--- src/rtl/dfst_pkg.sv ---
// ============================================================================
// dfst_pkg
// Shared types, constants and text tables of the symbol-list tokenizer.
// ============================================================================
package dfst_pkg;

    // width of the running symbol counter (saturating)
    localparam int COUNT_BITS     = 16;
    // width of the count field on the result channel
    localparam int OUT_COUNT_BITS = 16;
    // compare width used when narrowing the counter to the result field
    localparam int CNT_WIDE       = (COUNT_BITS > OUT_COUNT_BITS) ? COUNT_BITS : OUT_COUNT_BITS;

    // header strings, both eight bytes long
    localparam int          MATCH_LEN = 8;
    localparam int          POS_BITS  = $clog2(MATCH_LEN);
    localparam logic [63:0] EXP_TEXT  = "EXPORTS\n";
    localparam logic [63:0] IMP_TEXT  = "IMPORTS\n";

    // results of one byte: up to seven replayed bytes, the byte itself,
    // a closing terminator and the end-of-list result
    localparam int IDX_BITS = 4;

    localparam logic [7:0] CH_SPACE = 8'h20;
    localparam logic [7:0] CH_TAB   = 8'h09;
    localparam logic [7:0] CH_CR    = 8'h0D;
    localparam logic [7:0] CH_LF    = 8'h0A;

    typedef enum logic [1:0] {
        KIND_CHAR = 2'd0,
        KIND_TERM = 2'd1,
        KIND_END  = 2'd2
    } t_kind;

    // what the current byte itself contributes
    typedef enum logic [1:0] {
        BK_NONE = 2'd0,
        BK_CHAR = 2'd1,
        BK_TERM = 2'd2
    } t_bkind;

    typedef enum logic [5:0] {
        MODE_HEADER   = 6'b000001,
        MODE_SKIPWS   = 6'b000010,
        MODE_IMPMATCH = 6'b000100,
        MODE_SYMBOL   = 6'b001000,
        MODE_DISCARD  = 6'b010000,
        MODE_DONE     = 6'b100000
    } t_mode;

    // result plan of one request, walked by the emitter
    typedef struct packed {
        logic                      rep_imp;   // replay text: 1 imports, 0 exports
        logic [POS_BITS-1:0]       rep_len;   // replayed header bytes
        t_bkind                    byte_kind;
        logic [7:0]                byte_val;
        logic                      eof_term;  // terminator for a symbol open at eof
        logic                      list_end;
        logic [OUT_COUNT_BITS-1:0] count;
    } t_plan;

    function automatic logic [7:0] exp_char(input logic [POS_BITS-1:0] idx);
        return EXP_TEXT[(MATCH_LEN - 1 - int'(idx)) * 8 +: 8];
    endfunction

    function automatic logic [7:0] imp_char(input logic [POS_BITS-1:0] idx);
        return IMP_TEXT[(MATCH_LEN - 1 - int'(idx)) * 8 +: 8];
    endfunction

endpackage

--- src/rtl/dfst_parser.sv ---
// ============================================================================
// dfst_parser
// Parse state and per-byte result plan of the symbol-list tokenizer.
// ============================================================================
module dfst_parser import dfst_pkg::*; (
    input  logic       i_clk,
    input  logic       i_rst_n,
    input  logic       i_accept,
    input  logic [7:0] i_in_byte,
    input  logic       i_end_of_file,
    output t_plan      o_plan,
    output logic       o_plan_live
);

    t_mode                 r_mode, n_mode, h_mode, f_mode;
    logic [POS_BITS-1:0]   r_mpos, n_mpos, h_mpos, f_mpos;
    logic [COUNT_BITS-1:0] r_total, n_total, tot_inc;
    logic [CNT_WIDE-1:0]   tot_wide;
    logic                  inc, feed, ws;
    t_plan                 plan;

    function automatic logic is_ws(input logic [7:0] b);
        return (b == CH_SPACE) || (b == CH_TAB) || (b == CH_CR) || (b == CH_LF);
    endfunction

    assign ws = is_ws(i_in_byte);

    always_comb begin
        h_mode         = r_mode;
        h_mpos         = r_mpos;
        inc            = 1'b0;
        feed           = 1'b0;
        plan.rep_imp   = 1'b0;
        plan.rep_len   = '0;
        plan.byte_kind = BK_NONE;
        plan.byte_val  = i_in_byte;
        plan.eof_term  = 1'b0;
        plan.list_end  = 1'b0;
        plan.count     = '0;

        // header match at start of file
        case (r_mode)
            MODE_HEADER: begin
                if (i_in_byte == exp_char(r_mpos)) begin
                    if (r_mpos == POS_BITS'(MATCH_LEN - 1)) begin
                        h_mode = MODE_SKIPWS;
                        h_mpos = '0;
                    end else begin
                        h_mpos = r_mpos + 1'b1;
                    end
                end else begin
                    // held bytes start a symbol, then the byte is fed
                    if (r_mpos != '0) begin
                        plan.rep_len = r_mpos;
                        inc          = 1'b1;
                        h_mode       = MODE_SYMBOL;
                    end else begin
                        h_mode = MODE_SKIPWS;
                    end
                    h_mpos = '0;
                    feed   = 1'b1;
                end
            end
            MODE_SKIPWS, MODE_IMPMATCH, MODE_SYMBOL, MODE_DISCARD: feed = 1'b1;
            MODE_DONE: ;
            default: h_mode = MODE_DONE;
        endcase

        // ordinary byte handling
        f_mode = h_mode;
        f_mpos = h_mpos;
        if (feed) begin
            case (h_mode)
                MODE_SKIPWS: begin
                    if (!ws) begin
                        if (i_in_byte == imp_char('0)) begin
                            f_mode = MODE_IMPMATCH;
                            f_mpos = POS_BITS'(1);
                        end else begin
                            inc            = 1'b1;
                            plan.byte_kind = BK_CHAR;
                            f_mode         = MODE_SYMBOL;
                        end
                    end
                end
                MODE_IMPMATCH: begin
                    if (i_in_byte == imp_char(h_mpos)) begin
                        if (h_mpos == POS_BITS'(MATCH_LEN - 1)) begin
                            f_mode = MODE_DONE;
                            f_mpos = '0;
                        end else begin
                            f_mpos = h_mpos + 1'b1;
                        end
                    end else begin
                        // partial import header becomes a symbol
                        plan.rep_imp = 1'b1;
                        plan.rep_len = h_mpos;
                        inc          = 1'b1;
                        f_mpos       = '0;
                        if (ws) begin
                            plan.byte_kind = BK_TERM;
                            f_mode = (i_in_byte == CH_LF) ? MODE_SKIPWS : MODE_DISCARD;
                        end else begin
                            plan.byte_kind = BK_CHAR;
                            f_mode         = MODE_SYMBOL;
                        end
                    end
                end
                MODE_SYMBOL: begin
                    if (ws) begin
                        plan.byte_kind = BK_TERM;
                        f_mode = (i_in_byte == CH_LF) ? MODE_SKIPWS : MODE_DISCARD;
                    end else begin
                        plan.byte_kind = BK_CHAR;
                    end
                end
                MODE_DISCARD: begin
                    if (i_in_byte == CH_LF) begin
                        f_mode = MODE_SKIPWS;
                    end
                end
                default: ;
            endcase
        end

        // end of file: flush held header bytes, close symbol, end the list
        n_mode = f_mode;
        n_mpos = f_mpos;
        if (i_end_of_file) begin
            if (f_mode == MODE_HEADER || f_mode == MODE_IMPMATCH) begin
                plan.rep_imp = (f_mode == MODE_IMPMATCH);
                plan.rep_len = f_mpos;
                inc          = 1'b1;
                plan.eof_term = 1'b1;
            end else if (f_mode == MODE_SYMBOL) begin
                plan.eof_term = 1'b1;
            end
            plan.list_end = 1'b1;
            n_mode        = MODE_HEADER;
            n_mpos        = '0;
        end
    end

    assign tot_inc  = (inc && (r_total != '1)) ? r_total + 1'b1 : r_total;
    assign tot_wide = CNT_WIDE'(tot_inc);
    assign n_total  = i_end_of_file ? '0 : tot_inc;

    always_comb begin
        o_plan = plan;
        if (!plan.list_end) begin
            o_plan.count = '0;
        end else if (tot_wide > CNT_WIDE'({OUT_COUNT_BITS{1'b1}})) begin
            o_plan.count = '1;
        end else begin
            o_plan.count = OUT_COUNT_BITS'(tot_wide);
        end
    end

    assign o_plan_live = (plan.rep_len != '0) || (plan.byte_kind != BK_NONE) ||
                         plan.eof_term || plan.list_end;

    always_ff @(posedge i_clk) begin
        if (!i_rst_n) begin
            r_mode  <= MODE_HEADER;
            r_mpos  <= '0;
            r_total <= '0;
        end else if (i_accept) begin
            r_mode  <= n_mode;
            r_mpos  <= n_mpos;
            r_total <= n_total;
        end
    end

`ifndef SYNTH
    // the last byte of a file returns all parse state to reset
    a_eof_resets: assert property (@(posedge i_clk) disable iff (!i_rst_n)
        (i_accept && i_end_of_file) |=>
            (r_mode == MODE_HEADER && r_mpos == '0 && r_total == '0))
        else $error("parse state not cleared after end of file");

    a_mode_onehot: assert property (@(posedge i_clk) disable iff (!i_rst_n)
        $onehot(r_mode))
        else $error("parse mode not one-hot");

    // match position only held while a header is being matched
    a_mpos_idle: assert property (@(posedge i_clk) disable iff (!i_rst_n)
        (r_mode != MODE_HEADER && r_mode != MODE_IMPMATCH) |-> (r_mpos == '0))
        else $error("match position held outside header match");
`endif

endmodule

--- src/rtl/dfst_emitter.sv ---
// ============================================================================
// dfst_emitter
// Holds one result plan and walks it into the output register, one result
// per cycle while i_stall does not hold the output register.
// ============================================================================
module dfst_emitter import dfst_pkg::*; (
    input  logic                      i_clk,
    input  logic                      i_rst_n,
    input  logic                      i_load,
    input  t_plan                     i_plan,
    output logic                      o_hold,
    input  logic                      i_stall,
    output logic                      o_valid,
    output logic [7:0]                o_out_byte,
    output t_kind                     o_kind,
    output logic [OUT_COUNT_BITS-1:0] o_symbol_count,
    output logic                      o_last_of_run
);

    t_plan                     r_plan;
    logic                      r_plan_valid;
    logic [IDX_BITS-1:0]       r_idx, tail, total;
    logic                      r_out_valid, r_out_last;
    logic [7:0]                r_out_byte, sel_byte;
    t_kind                     r_out_kind, sel_kind;
    logic [OUT_COUNT_BITS-1:0] r_out_count, sel_count;
    logic                      b_present, out_free, adv, fin, sel_last;

    assign b_present = (r_plan.byte_kind != BK_NONE);
    assign total     = IDX_BITS'(r_plan.rep_len) + IDX_BITS'(b_present) +
                       IDX_BITS'(r_plan.eof_term) + IDX_BITS'(r_plan.list_end);
    assign tail      = r_idx - IDX_BITS'(r_plan.rep_len);
    assign sel_last  = (r_idx == total - 1'b1);

    // order: replayed bytes, the byte itself, eof terminator, end of list
    always_comb begin
        sel_byte  = 8'h00;
        sel_kind  = KIND_END;
        sel_count = '0;
        if (r_idx < IDX_BITS'(r_plan.rep_len)) begin
            sel_byte = r_plan.rep_imp ? imp_char(r_idx[POS_BITS-1:0])
                                      : exp_char(r_idx[POS_BITS-1:0]);
            sel_kind = KIND_CHAR;
        end else if (b_present && tail == '0) begin
            if (r_plan.byte_kind == BK_CHAR) begin
                sel_byte = r_plan.byte_val;
                sel_kind = KIND_CHAR;
            end else begin
                sel_kind = KIND_TERM;
            end
        end else if (r_plan.eof_term && tail == IDX_BITS'(b_present)) begin
            sel_kind = KIND_TERM;
        end else begin
            sel_count = r_plan.count;
        end
    end

    assign out_free = !r_out_valid || !i_stall;
    assign adv      = r_plan_valid && out_free;
    assign fin      = adv && sel_last;
    assign o_hold   = r_plan_valid && !fin;

    always_ff @(posedge i_clk) begin
        if (!i_rst_n) begin
            r_plan_valid <= 1'b0;
            r_idx        <= '0;
            r_out_valid  <= 1'b0;
        end else begin
            if (i_load) begin
                r_plan_valid <= 1'b1;
                r_idx        <= '0;
            end else if (fin) begin
                r_plan_valid <= 1'b0;
            end else if (adv) begin
                r_idx <= r_idx + 1'b1;
            end
            if (adv) begin
                r_out_valid <= 1'b1;
            end else if (!i_stall) begin
                r_out_valid <= 1'b0;
            end
        end
    end

    always_ff @(posedge i_clk) begin
        if (i_load) begin
            r_plan <= i_plan;
        end
        if (adv) begin
            r_out_byte  <= sel_byte;
            r_out_kind  <= sel_kind;
            r_out_count <= sel_count;
            r_out_last  <= sel_last;
        end
    end

    assign o_valid        = r_out_valid;
    assign o_out_byte     = r_out_byte;
    assign o_kind         = r_out_kind;
    assign o_symbol_count = r_out_count;
    assign o_last_of_run  = r_out_last;

`ifndef SYNTH
    a_idx_in_run: assert property (@(posedge i_clk) disable iff (!i_rst_n)
        r_plan_valid |-> (r_idx < total))
        else $error("result index ran past its plan");

    a_end_is_last: assert property (@(posedge i_clk) disable iff (!i_rst_n)
        (r_out_valid && r_out_kind == KIND_END) |-> r_out_last)
        else $error("end of list not last of its run");

    a_run_pending: assert property (@(posedge i_clk) disable iff (!i_rst_n)
        (r_out_valid && !r_out_last) |-> r_plan_valid)
        else $error("run cut short: no plan behind a non-final result");

    a_no_overwrite: assert property (@(posedge i_clk) disable iff (!i_rst_n)
        i_load |-> !o_hold)
        else $error("plan loaded over a run still in progress");
`endif

endmodule

--- src/rtl/def_file_symbol_tokenizer_unit.sv ---
// ============================================================================
// def_file_symbol_tokenizer_unit
// Symbol-list file tokenizer: bytes in, symbol bytes, terminators and one
// end-of-list result with the symbol count out.
// ============================================================================
//
//  channel  | direction | handshake          | payload
//  ---------+-----------+--------------------+-----------------------------------
//  input    | in        | i_valid / o_stall  | i_in_byte, i_end_of_file
//  result   | out       | o_valid / i_stall  | o_out_byte, o_kind, o_symbol_count,
//           |           |                    | o_last_of_run
//
//  While i_stall is low, a request giving at most one result is taken every
//  cycle; one giving k results, k up to 10, holds o_stall until the emitter
//  has moved its last result (one result per cycle while i_stall is low, from
//  its plan register into the output register). The first result reaches
//  o_valid through the plan register and then the output register.
//  Reset is synchronous, active low; it clears parse state, the plan and
//  the output valid. i_stall holds the output register and, once the plan
//  register is occupied, backs up into o_stall.
//
module def_file_symbol_tokenizer_unit import dfst_pkg::*; (
    input  logic                      i_clk,
    input  logic                      i_rst_n,
    // input channel
    input  logic                      i_valid,
    output logic                      o_stall,
    input  logic [7:0]                i_in_byte,
    input  logic                      i_end_of_file,
    // result channel
    output logic                      o_valid,
    input  logic                      i_stall,
    output logic [7:0]                o_out_byte,
    output logic [1:0]                o_kind,
    output logic [OUT_COUNT_BITS-1:0] o_symbol_count,
    output logic                      o_last_of_run
);

    t_plan plan;
    logic  plan_live, hold, accept;
    t_kind kind;

    // a request is taken when the plan register is free or drains this cycle
    assign accept  = i_valid && !hold;
    assign o_stall = hold;

    // header matching, whitespace skipping, symbol counting
    dfst_parser u_parser (
        .i_clk         (i_clk),
        .i_rst_n       (i_rst_n),
        .i_accept      (accept),
        .i_in_byte     (i_in_byte),
        .i_end_of_file (i_end_of_file),
        .o_plan        (plan),
        .o_plan_live   (plan_live)
    );

    // requests with no results (whitespace, header bytes) never fill the plan
    dfst_emitter u_emitter (
        .i_clk          (i_clk),
        .i_rst_n        (i_rst_n),
        .i_load         (accept && plan_live),
        .i_plan         (plan),
        .o_hold         (hold),
        .i_stall        (i_stall),
        .o_valid        (o_valid),
        .o_out_byte     (o_out_byte),
        .o_kind         (kind),
        .o_symbol_count (o_symbol_count),
        .o_last_of_run  (o_last_of_run)
    );

    assign o_kind = kind;

endmodule
--- config.mk ---
export PLATFORM = sky130hd
export DESIGN_NAME = def_file_symbol_tokenizer_unit
export DESIGN_NICKNAME = d
export VERILOG_FILES = /design/src/rtl/dfst_pkg.sv /design/src/rtl/dfst_parser.sv /design/src/rtl/dfst_emitter.sv /design/src/rtl/def_file_symbol_tokenizer_unit.sv
export SDC_FILE = /design/constraint.sdc
export NUM_CORES = 1
export LEC_CHECK = 0
export BUFFER_PORTS_ARGS = -buffer_cell sky130_fd_sc_hd__buf_2
export CORE_UTILIZATION = 45
export CTS_BUF_LIST = sky130_fd_sc_hd__clkbuf_16
export DETAILED_ROUTE_END_ITERATION = 7
export PLACE_DENSITY = 0.74
export SYNTH_ARGS = -nofsm -noshare
export SYNTH_HDL_FRONTEND = slang
export SYNTH_SLANG_ARGS = --single-unit
--- constraint.sdc ---
create_clock -name i_clk -period 6.1 [get_ports i_clk]
set_input_delay 1.83 -clock i_clk [delete_from_list [all_inputs] [get_ports i_clk]]
set_output_delay 1.83 -clock i_clk [all_outputs]
set_load 0.02 [all_outputs]
# Yosys cells after proc, flatten, opt, wreduce, memory -nomap -nowiden
# Cells that the tools add are included.
# totals
reg_bits,90
output_inout_bits,29
word_cells,161
# classes
addsub,12
magnitude_cmp,2
eq_ne,27
n_shift,4
mux,66
bitwise,2
n_reduce_logical,31
# ops
cell,count
$shiftx A64 B32 Y8 const A,4
$mux W6,12
$mux W16,3
$mux W3,12
$mux W8,4
$eq A8 B4 Y1 const B,3
$pmux W6 S4,1
$mux W4,5
$eq A6 B3 Y1 const B,3
$eq A6 B4 Y1 const B,3
$mux W1,18
$add A16 B1 Y16 const B,1
$eq A8 B8 Y1,2
$gt A16 B16 Y1 const B,1
$ne A16 B16 Y1 const B,1
$eq A6 B1 Y1 const B,2
$eq A6 B2 Y1 const B,2
$eq A6 B5 Y1 const B,2
$pmux W6 S2,1
$sub A3 B3 Y4 const A,3
$mux W2,5
$add A4 B1 Y4,2
$eq A8 B6 Y1 const B,1
$eq A8 B7 Y1 const B,1
other kinds (28),52

# Depth between registers and ports, before layout
# Gate-level depths: netlist of run 1.
# logic_depth
word_depth,21
ltp_mapped,20
mapped_depth_nobuf,17

# By module
# From an unflattened synthesis of run 1, not the netlist that was laid out.
# unflattened
cells_unflattened,590
area_unflattened_um2,5873.1
# by_module_without_submodules
mod,n_inst,cells_each,area_each_um2,seq_area_each_um2
dfst_parser,1,405,3086.7,500.5
dfst_emitter,1,183,2771.4,1891.8
def_file_symbol_tokenizer_unit,1,2,15.0,0.0

# Least setup slack after synthesis of run 1
# Ideal clock, no wire load.
# synth_timing
kind,input-to-reg
startpoint,input i_in_byte[3]
endpoint,register u_emitter.r_plan[0] (netlist bit) (enable)
t_arrival_ps,5722
required_ps,5679
slack_ps,-43
path_stages,15
path_cell_list,clkbuf_1 xor2_1 o21ai_0 and3_1 nand3_1 o21ai_0 inv_1 ha_1 xor2_1 a211oi_1 a21oi_2 o41ai_4 o21ai_0 a211oi_1 nor2_1
# synth_between
elab_chain_len,18
word_cells_on_any_way,64
cone_classes,add/sub: 2; eq/ne: 15; shift: 1; mux: 36; reduce/logical: 10
# synth_rtl
item,line,text
"start, declared",def_file_symbol_tokenizer_unit.sv:28,"input logic [7:0] i_in_byte,"
$eq A8 B8 Y1,dfst_parser.sv:44,if (i_in_byte == exp_char(r_mpos)) begin
$mux W3,dfst_parser.sv:44,
$mux W3,dfst_parser.sv:42,case (r_mode)
$sub A3 B3 Y4,dfst_pkg.sv:67,return IMP_TEXT[(MATCH_LEN - 1 - int'(idx)) * 8 +: 8];
$shiftx A64 B32 Y8,dfst_pkg.sv:67,
$eq A8 B8 Y1,dfst_parser.sv:87,if (i_in_byte == imp_char(h_mpos)) begin
$mux W6,dfst_parser.sv:87,
$pmux W6 S4,dfst_parser.sv:73,case (h_mode)
[... 3 more ...],-,
$mux W4,dfst_parser.sv:130,if (f_mode == MODE_HEADER || f_mode == MODE_IMPMATCH) begin
$mux W4,dfst_parser.sv:129,if (i_end_of_file) begin
$reduce_bool A3 Y1,dfst_parser.sv:159,assign o_plan_live = (plan.rep_len != '0) || (plan.byte_kind != BK_NONE) ||
$logic_or A1 B1 Y1,dfst_parser.sv:159,
$logic_or A1 B1 Y1 (*),dfst_parser.sv:159,
$logic_or A1 B1 Y1 (*),dfst_parser.sv:160,plan.eof_term || plan.list_end;
$logic_and A1 B1 Y1 (*),def_file_symbol_tokenizer_unit.sv:62,".i_load (accept && plan_live),"
via u_emitter.i_load,dfst_emitter.sv:9,"input logic i_load,"
"end signal, assigned",dfst_emitter.sv:87,r_plan <= i_plan;
"end, declared",dfst_emitter.sv:20,t_plan r_plan;
# Mark *: on every way through the listed nets, which the timed path passes. The rest lies on a longest branch.
# A chain may end at the register's enable or synchronous reset.

# Final worst setup path of run 1
# layout_timing
startpoint,input i_in_byte[3]
endpoint,"register u_emitter.r_plan[11] (netlist bit), data pin"
# layout_between
elab_chain_len,17
word_cells_on_any_way,49
cone_classes,add/sub: 1; order compare: 1; eq/ne: 14; shift: 1; mux: 27; reduce/logical: 5
# layout_rtl
item,line,text
$eq A8 B8 Y1,dfst_parser.sv:44,
$mux W3,dfst_parser.sv:44,
$mux W3,dfst_parser.sv:42,
$sub A3 B3 Y4,dfst_pkg.sv:67,
$shiftx A64 B32 Y8,dfst_pkg.sv:67,
$eq A8 B8 Y1,dfst_parser.sv:87,
$mux W6,dfst_parser.sv:87,
$pmux W6 S4,dfst_parser.sv:73,
$mux W6,dfst_parser.sv:72,if (feed) begin
$eq A6 B1 Y1 / $eq A6 B3 Y1 (equally long branches),dfst_parser.sv:130,
$logic_or A1 B1 Y1,dfst_parser.sv:130,
$mux W1,dfst_parser.sv:130,
$mux W1 (*),dfst_parser.sv:129,
$logic_and A1 B1 Y1 (*),dfst_parser.sv:144,assign tot_inc = (inc && (r_total != '1)) ? r_total + 1'b1 : r_total;
$mux W16 (*),dfst_parser.sv:144,
$gt A16 B16 Y1,dfst_parser.sv:152,end else if (tot_wide > CNT_WIDE'({OUT_COUNT_BITS{1'b1}})) begin
$mux W16 (*),dfst_parser.sv:152,
# Every way passes the cells marked *; elsewhere a longest branch is shown, timed or not.

==> results of run 1 <==
## worst max-delay path: stages
cell and delay [ns]:
buf_2 0.17, xor2_1 0.17, o21ai_0 0.28, and3_1 0.28, nand3_1 0.14, o21ai_0 0.56
inv_1 0.17, ha_1 0.25, xor2_1 0.16, a211oi_1 0.32, a21oi_2 0.12, o41ai_4 0.51
nand2_2 0.13, a22oi_1 0.47, or3_1 0.18, a21boi_0 0.07
## stage by stage
stage	instance area, um2	setup WS (ns)
after floorplan	5482	0.4023
after global placement	5852	0.3089
after detailed placement	5852	0.1319
after CTS	6147	0.4547
after global routing	6152	0.08149
final	6152	0.3678
## final timing paths
check,from,endpoint,slack (ns)
max,i_in_byte[3],u_emitter.r_plan[11]$_SDFFCE_PN0P_,0.37
min,u_emitter.r_plan_valid$_SDFFE_PN0P_,u_emitter.o_valid$_SDFFE_PN0P_,0.49
max reg2reg,u_parser.r_mpos[1]$_SDFFE_PN0P_,u_emitter.r_plan[11]$_SDFFCE_PN0P_,1.00
min reg2reg,u_emitter.r_plan_valid$_SDFFE_PN0P_,u_emitter.o_valid$_SDFFE_PN0P_,0.49
## metal layers
metal  part of all wire (%)  vias up  track usage [%]
li1                       -     2205                -
met1                     45     2133            26.95
met2                     48      137            32.26
met3                    5.5       16            4.158
met4                    1.5        0            6.489
met5                      0        -                0
## registers in the layout, summed over array words and instances (netlist names)
| signal | count |
|---|---|
| u_emitter.o_valid | 1 |
| u_emitter.r_plan | 32 |
| u_parser.r_mode | 6 |
| u_emitter.r_idx | 4 |
| u_emitter.o_symbol_count | 16 |
| u_emitter.r_plan_valid | 1 |
| u_emitter.o_out_byte | 8 |
| u_parser.r_mpos | 3 |
| u_emitter.o_last_of_run | 1 |
| u_emitter.o_kind | 2 |
| u_parser.r_total | 16 |
## logic make-up after synthesis
group | share of synthesized area [%]
AND/OR/NAND/NOR | 20.58
AO/OA/AOI/OAI | 20.62
flip-flops | 43.66
buffers and inverters | 4.316
adder cells (fa/ha/maj) | 7.216
XOR/XNOR | 3.037
multiplexers | 0.5709
## cell usage after synthesis (5+ instances only)
cell and number:
and2_1 24, o21ai_0 45, or3_1 15, inv_1 30, a21oi_1 23, nor2_1 37, a211oi_1 8, edfxtp_1 59
or4_1 14, nand4_1 8, nor3_1 12, o21a_1 5, nand2_1 48, a31oi_1 10, a21boi_1 10, nor4_1 5
o211ai_1 9, nand3_1 11, xnor2_1 9, nand2b_1 7, clkbuf_1 17, nor2b_1 13, dfxtp_1 31, a21boi_0 6
o31ai_1 9, xor2_1 10, buf_2 6, ha_1 26
## power breakdown
| part | switching, mW | internal (mW) | total (mW) |
|---|---|---|---|
| clock | 0.226 | 0.317 | 0.544 |
| combinational | 0.230 | 0.126 | 0.356 |
| sequential | 0.0248 | 0.721 | 0.746 |
| total | 0.481 | 1.16 | 1.64 |
## final cells by class
type | instances | area (um2) | area share, %
Multi-Input combinational cell | 427 | 2860 | 46.49
Sequential cell | 90 | 2392 | 38.89
Timing Repair Buffer | 51 | 305.3 | 4.962
Clock buffer | 9 | 225.2 | 3.661
Tap cell | 143 | 178.9 | 2.908
Inverter | 32 | 120.1 | 1.952
Clock inverter | 7 | 70.07 | 1.139
==> results.yml, run 1 <==
placement:
  gp_congestion: 0.9572
  dp_cells: 743
  port_buffers: 41
  dp_hpwl_mm: 8.730
logic_synthesis:
  yosysTopAreaCellShare_pct: 32.34
  avgSynthCellArea_um2: 9.529
  yosysWarnings: 0
  netlist_area_um2: 5479
  synth_cells: 575
  synth_edf_count: 59
  synthFlopType: "edfxtp_1"
  async_flop_share_pct: 0
  syn_nets: 617
  yosys.area.top_type: "edfxtp_1"
  ys_top_cells_by_area: "edfxtp_1, dfxtp_1, ha_1"
  ys_seq_area_share_pct: 43.66
  ys_types: 68
  ys_ff_latch: 90
worst_hold_path:
  min_path_type: "reg2reg"
  holdPathStages: 1
grt:
  grt-ovfl-total: 0
  antenna_found_initial: 0
  grt_usage_pct: 20.00
  grt_max_degree: 43
  grt_pass1_vias: 4215
  grt_first_pass_wirelength_mm: 20.30
detailed_routing:
  drc: 4
  wl_per_cell_um: 15.87
  ant_nets: 0
  finalWirelength_mm: 12.05
  drt_iter0_drc: 415
  dr.pass1.iters: 7
  via_count: 4491
  vias_per_cell: 5.917
power:
  powerDensity_nw_per_um2: 267.4
  ir_drop_mv: 0.1352
  power.leakage_nw: 2.307
  post-layout-total-power_mw: 1.645
sta:
  slew_viol_final: 0
  max_freq_ghz: 0.1745
  grt_setup_unrepaired: "no"
  finalHoldViolCount: 0
  setup_violations: 0
  whs_ns: 0.4948
  worstMarginPinSlew_ns: 1.187
  period_minus_slack_ns: 5.732
  setup_tns_ns: 0
  fin_crit_sh_pct: 93.97
  slew_headroom_pct: 20.12
  worst_clock_skew_ns: 0.008257
status:
  outcome: "complete, but fails checks"
  violations: "DRC"
clock_network:
  cts_tree: "done"
  hold_buffers: 0
  clock_path_buffers: 2
  post_cts_buffers: 0
  cts_max_level: 3
  cts-resized-gates: 0
  cts_num_sinks: 90
  insertion_delay_ns: 0.34
  cts_buffers: 9
  clockRootBuffer: "clkbuf_16"
  clk_pin_slew_ns: 0.06
floorplanning:
  die_w_um: 112.3
  fp.dieArea_um2: 12620
  start_util_pct: 46.98
  placementRows: 39
  core_um2: 11660
  ios: 42
  die_y_um: 112.3
worst_setup_path:
  worstSetupPathType: "in2reg"
  crit_required_ns: 6.18
  cp-start-kind: "input pin"
  critPathCaptureType: "flop"
  worstRegToRegCells: 17
  crit_fanout: 10
  cp.arrival_ns: 5.81
finish:
  fillers: 1026
  num_antenna_cells: 0
  syn_to_final_growth_pct: 12.29
  layout_common_cells: "edfxtp_1, nand2_1, o21ai_0, buf_2, nor2_1"
  layout-drive-gt1-share_pct: 12.66
  post-route-util_pct: 52.75
  layout.nets: 653
  fin_cells: 759
  final_common_cell: "edfxtp_1"
flow_run:
  drv_cap: 0
Power figures use the tool's default switching activity.
==> run 2: changes to the inputs <==
ABC_CLOCK_PERIOD_IN_PS = 6100   (was default)
SYNTH_HIERARCHICAL = 1   (was default)
==> results.yml, run 2 <==
grt:
  antenna_found_initial: 0
  grt_first_pass_wirelength_mm: 21.60
  grt_max_degree: 35
  grt-ovfl-total: 0
  grt_pass1_vias: 4353
  grt_usage_pct: 20.34
floorplanning:
  ios: 42
  die_y_um: 116.2
  core_um2: 12670
  die_w_um: 116.2
  start_util_pct: 46.35
  fp.dieArea_um2: 13510
  placementRows: 41
sta:
  period_minus_slack_ns: 5.749
  slew_headroom_pct: 45.94
  setup_tns_ns: 0
  fin_crit_sh_pct: 94.25
  worst_clock_skew_ns: 0.01131
  finalHoldViolCount: 0
  worstMarginPinSlew_ns: 0.8046
  slew_viol_final: 0
  setup_violations: 0
  grt_setup_unrepaired: "no"
  max_freq_ghz: 0.1739
clock_network:
  cts-resized-gates: 0
  clock_path_buffers: 2
  hold_buffers: 0
  cts_tree: "done"
  clk_pin_slew_ns: 0.07
  insertion_delay_ns: 0.34
  clockRootBuffer: "clkbuf_16"
  cts_num_sinks: 90
  cts_max_level: 3
  post_cts_buffers: 0
  cts_buffers: 9
finish:
  syn_to_final_growth_pct: 11.35
  largest_reg_flops: 32
  num_antenna_cells: 0
  final_common_cell: "edfxtp_1"
  post-route-util_pct: 51.61
  regMostFlops: "u_emitter/r_plan"
  layout_common_cells: "edfxtp_1, nand2_1, buf_2, dfxtp_1, nor2_1"
  layout.nets: 664
  layout-drive-gt1-share_pct: 17.07
detailed_routing:
  drt_iter0_drc: 356
  wl_per_cell_um: 16.56
  drc: 0
  finalWirelength_mm: 13.23
  ant_nets: 0
  dr.pass1.iters: 5
  vias_per_cell: 5.851
  via_count: 4675
logic_synthesis:
  ys_seq_area_share_pct: 40.73
  async_flop_share_pct: 0
  yosysTopAreaCellShare_pct: 30.17
  netlist_area_um2: 5873
  avgSynthCellArea_um2: 9.954
  synth_commonest_cells: "edfxtp_1, nand2_1, dfxtp_1"
  yosysWarnings: 6
  yosys.area.top_type: "edfxtp_1"
  synth_edf_count: 59
  ys_ff_latch: 90
  synthMostInstantiatedCell: "edfxtp_1"
  ys_types: 88
  syn_nets: 632
  synthFlopType: "edfxtp_1"
  synth_cells: 590
  ys_top_cells_by_area: "edfxtp_1, dfxtp_1, ha_1"
worst_setup_path:
  cp.arrival_ns: 6.02
  worstRegToRegCells: 19
  crit_fanout: 8
  r2r_slack_ns: 0.73
  worstSetupPathType: "in2reg"
  crit_required_ns: 6.37
  r2r_end: "u_emitter/r_idx[2]$_SDFFE_PP0P_"
  cp-start-kind: "input pin"
  r2r-start: "u_parser/r_mpos[0]$_SDFFE_PN0P_"
  critPathCaptureType: "flop"
placement:
  gp_congestion: 0.8805
  port_buffers: 41
  dp_hpwl_mm: 9.571
worst_hold_path:
  min_path_type: "reg2reg"
  holdPathStages: 1
  hp-start: "u_emitter/r_plan_valid$_SDFFE_PN0P_"
  min_to: "u_emitter/o_valid$_SDFFE_PN0P_"
power:
  ir_drop_mv: 0.1455
  powerDensity_nw_per_um2: 270.6
  power.leakage_nw: 2.502
flow_run:
  drv_cap: 0
status:
  outcome: "finished, final reports clean"
## run 2: per-stage QoR
stage                     total power, mW  area [um2]  worst slack (ns)  instances  hold slack [ns]
after floorplan                     1.098        5877           0.09434        590           0.4550
after global placement              1.187        6221            0.1513        783           0.4703
after detailed placement            1.204        6221           0.03536        783           0.4730
after CTS                           1.781        6540            0.3597        799           0.4790
after global routing                1.859        6540            0.1218        799           0.5214
final                               1.770        6540            0.3505        799           0.4734
## run 2: cell families after synthesis
group | count (synthesis) | share of synthesized area, %
compound gates | 153 | 20.60
xor+xnor | 17 | 2.535
mux | 16 | 2.919
flops | 90 | 40.73
buf+inv | 61 | 5.091
simple gates | 224 | 21.56
fa+ha+maj | 29 | 6.562
## run 2: cell type report
type / count / area (um2)
well taps: 172 / 215.2
fillers: 1163 / 6131
clock inverters: 7 / 93.84
repair buffers: 58 / 332.8
multi-input cells: 439 / 3188
inverters: 24 / 92.59
flip-flops and latches: 90 / 2392
clock buffers: 9 / 225.2
## run 2: worst max-delay path by stage
stage | startpoint | endpoint | slack, ns | depth (start not counted)
floorplan | i_in_byte[2] | u_emitter/r_idx[2]$_SDFFE_PP0P_ | 0.09 | 18
global placement | i_in_byte[3] | u_emitter/r_idx[2]$_SDFFE_PP0P_ | 0.15 | 18
detailed placement | i_in_byte[3] | u_emitter/r_idx[2]$_SDFFE_PP0P_ | 0.04 | 18
CTS | i_in_byte[3] | u_emitter/r_idx[2]$_SDFFE_PP0P_ | 0.36 | 18
global route | i_in_byte[3] | u_emitter/r_idx[2]$_SDFFE_PP0P_ | 0.12 | 18
finish | i_in_byte[3] | u_emitter/r_idx[2]$_SDFFE_PP0P_ | 0.35 | 18
## run 2: per-layer routing
metal	global-route usage, %	part of all wire, %	vias up
met1	26.90	46	2242
met2	33.96	48	147
met5	0	0	-
li1	-	-	2271
met3	3.425	4.6	15
met4	6.325	1.4	0
## run 2: worst max-delay path, cell delays in order
cell and delay [ns]:
buf_2 0.15, xor2_1 0.19, a2111oi_4 0.39, nand2_2 0.16
o31ai_4 0.38, inv_2 0.12, ha_1 0.20, xor2_1 0.14
a211o_1 0.26, mux2i_1 0.18, o311a_1 0.21, a31oi_1 0.13
o311a_1 0.38, or3_1 0.31, and3b_4 0.18, nand2b_1 0.19
or4_1 0.51, o21ai_1 0.08
## run 2: power by group
group          leakage, nW  internal [mW]  switching, mW  total, mW
clock network        0.153          0.329          0.250      0.579
registers            0.821          0.732         0.0321      0.764
logic                 1.53          0.154          0.273      0.426
==> run 3: changes to the inputs <==
GPL_TIMING_DRIVEN = 0   (was default)
==> results.yml, run 3 (synthesis results as in run 2) <==
floorplanning:
  core_um2: 12670
  placementRows: 41
  die_y_um: 116.2
  die_w_um: 116.2
  ios: 42
  fp.dieArea_um2: 13510
  start_util_pct: 46.35
finish:
  final_common_cell: "edfxtp_1"
  num_antenna_cells: 0
  layout-drive-gt1-share_pct: 17.64
  ff_latch_area_um2: 2392
  multiInputGateArea_um2: 3203
  fillers: 1119
  post-route-util_pct: 52.68
  regMostFlops: "u_emitter/r_plan"
  fin_cells: 824
  layout_common_cells: "edfxtp_1, nand2_1, buf_2, dfxtp_1, nor2_1"
  syn_to_final_growth_pct: 13.66
  largest_reg_flops: 32
  design_area_um2: 6675
  layout.nets: 689
clock_network:
  clock_path_buffers: 2
  clockRootBuffer: "clkbuf_16"
  clk_pin_slew_ns: 0.07
  cts_buffers: 9
  hold_buffers: 0
  insertion_delay_ns: 0.35
  cts_num_sinks: 90
  cts_tree: "done"
  cts_max_level: 3
power:
  powerDensity_nw_per_um2: 270.0
  p_int_mw: 1.230
  sw_frac_of_total_pct: 31.75
  power.leakage_nw: 2.566
  combPwrFrac_pct: 25.2
  ir_drop_mv: 0.1491
  post-layout-total-power_mw: 1.802
  sequentialPowerShare_pct: 42.2
  netSwitchingPower_mw: 0.5722
  power_frac_clock_pct: 32.6
placement:
  place_ws_ns: -0.5963
  gp_congestion: 0.9363
  dp_hpwl_mm: 9.736
  port_buffers: 37
  place_area_um2: 6279
  dp_cells: 799
grt:
  grt-ovfl-total: 0
  antenna_found_initial: 0
  grt_usage_pct: 20.97
  grt_first_pass_wirelength_mm: 21.94
  grt_max_degree: 36
  grt_pass1_vias: 4478
worst_setup_path:
  worstSetupPathType: "in2reg"
  cp.arrival_ns: 6.10
  crit_required_ns: 6.38
  critPathCaptureType: "flop"
  crit_fanout: 8
  cp-start-kind: "input pin"
  r2r-start: "u_parser/r_mpos[0]$_SDFFE_PN0P_"
  worstRegToRegCells: 19
  crit_start: "i_in_byte[2]"
sta:
  slew_headroom_pct: 43.81
  setup_tns_ns: 0
  worstMarginPinSlew_ns: 0.8359
  fin_crit_sh_pct: 95.43
  slew_viol_final: 0
  worst_clock_skew_ns: 0.009312
  whs_ns: 0.4907
  grt_setup_unrepaired: "no"
  setup_violations: 0
  setup_slack_ns: 0.2786
  finalHoldViolCount: 0
  period_minus_slack_ns: 5.821
  max_freq_ghz: 0.1718
worst_hold_path:
  min_path_type: "reg2reg"
  holdPathStages: 1
  hp-start: "u_emitter/r_plan_valid$_SDFFE_PN0P_"
detailed_routing:
  vias_per_cell: 5.789
  ant_nets: 0
  drc: 0
  drt_iter0_drc: 403
  wl_per_cell_um: 16.53
  via_count: 4770
  dr.pass1.iters: 5
  finalWirelength_mm: 13.62
flow_run:
  drv_cap: 0
status:
  outcome: "finished, final reports clean"
==> run 3: cell count changes in the layout (fill, tap and decap cells not counted), sizes merged <==
cell / previous run / this run
buf: 58 / 63
and3b: 2 / 3
clkbuf: 9 / 28
==> run 3: worst max-delay path: stages <==
cell and delay (ns):
buf_2 0.17, or3b_1 0.38, a21oi_2 0.19, o21ai_2 0.16, o31ai_4 0.32, inv_2 0.11, ha_1 0.20, xor2_1 0.14
a211o_1 0.26, mux2i_1 0.17, o311a_1 0.23, a31oi_2 0.15, o311a_1 0.38, or3_1 0.38, and3b_4 0.24, nand2b_2 0.23
or4_1 0.47, o21ai_1 0.09
==> run 3: final cells by class <==
cell class | instances | area share (%)
Timing Repair Buffer | 45 | 3.674
Sequential cell | 90 | 35.84
Inverter | 24 | 1.387
Buffer | 37 | 3.112
Clock buffer | 9 | 3.374
Tap cell | 172 | 3.224
Multi-Input combinational cell | 440 | 47.98
Clock inverter | 7 | 1.406
==> run 3: what timing repair did <==
action / in CTS / in global routing
gates cloned: 0 / 1
buffers inserted: 4 / 4
pin swaps: 2 / 3
hold endpoints to repair: 0 / 0
setup endpoints to repair: 3 / 3
gates resized for setup: 0 / 3
==> run 3: power by group through the flow <==
| stage | clock, mW | combinational [mW] | sequential [mW] |
|---|---|---|---|
| 2_1_floorplan | 0 | 0.296 | 0.802 |
| 3_3_place_gp | 0 | 0.424 | 0.771 |
| 3_5_place_dp | 0 | 0.435 | 0.775 |
| 4_1_cts | 0.598 | 0.438 | 0.762 |
| 5_1_grt | 0.622 | 0.500 | 0.768 |
| 6_report | 0.587 | 0.454 | 0.761 |
==> run 3: final timing paths <==
| check | end | slack, ns |
|---|---|---|
| setup / recovery | u_emitter/r_idx[2]$_SDFFE_PP0P_ | 0.28 |
| hold / removal | u_emitter/o_valid$_SDFFE_PN0P_ | 0.49 |
| setup reg to reg | u_emitter/r_idx[2]$_SDFFE_PP0P_ | 0.82 |
| hold reg to reg | u_emitter/o_valid$_SDFFE_PN0P_ | 0.49 |
==> run 3: routing by layer <==
metal	share of wire [%]	up-vias	GRT usage, %
li1	-	2331	-
met1	43	2253	26.40
met2	50	162	35.62
met3	5.1	24	3.840
met4	1.8	0	8.205
met5	0	-	0
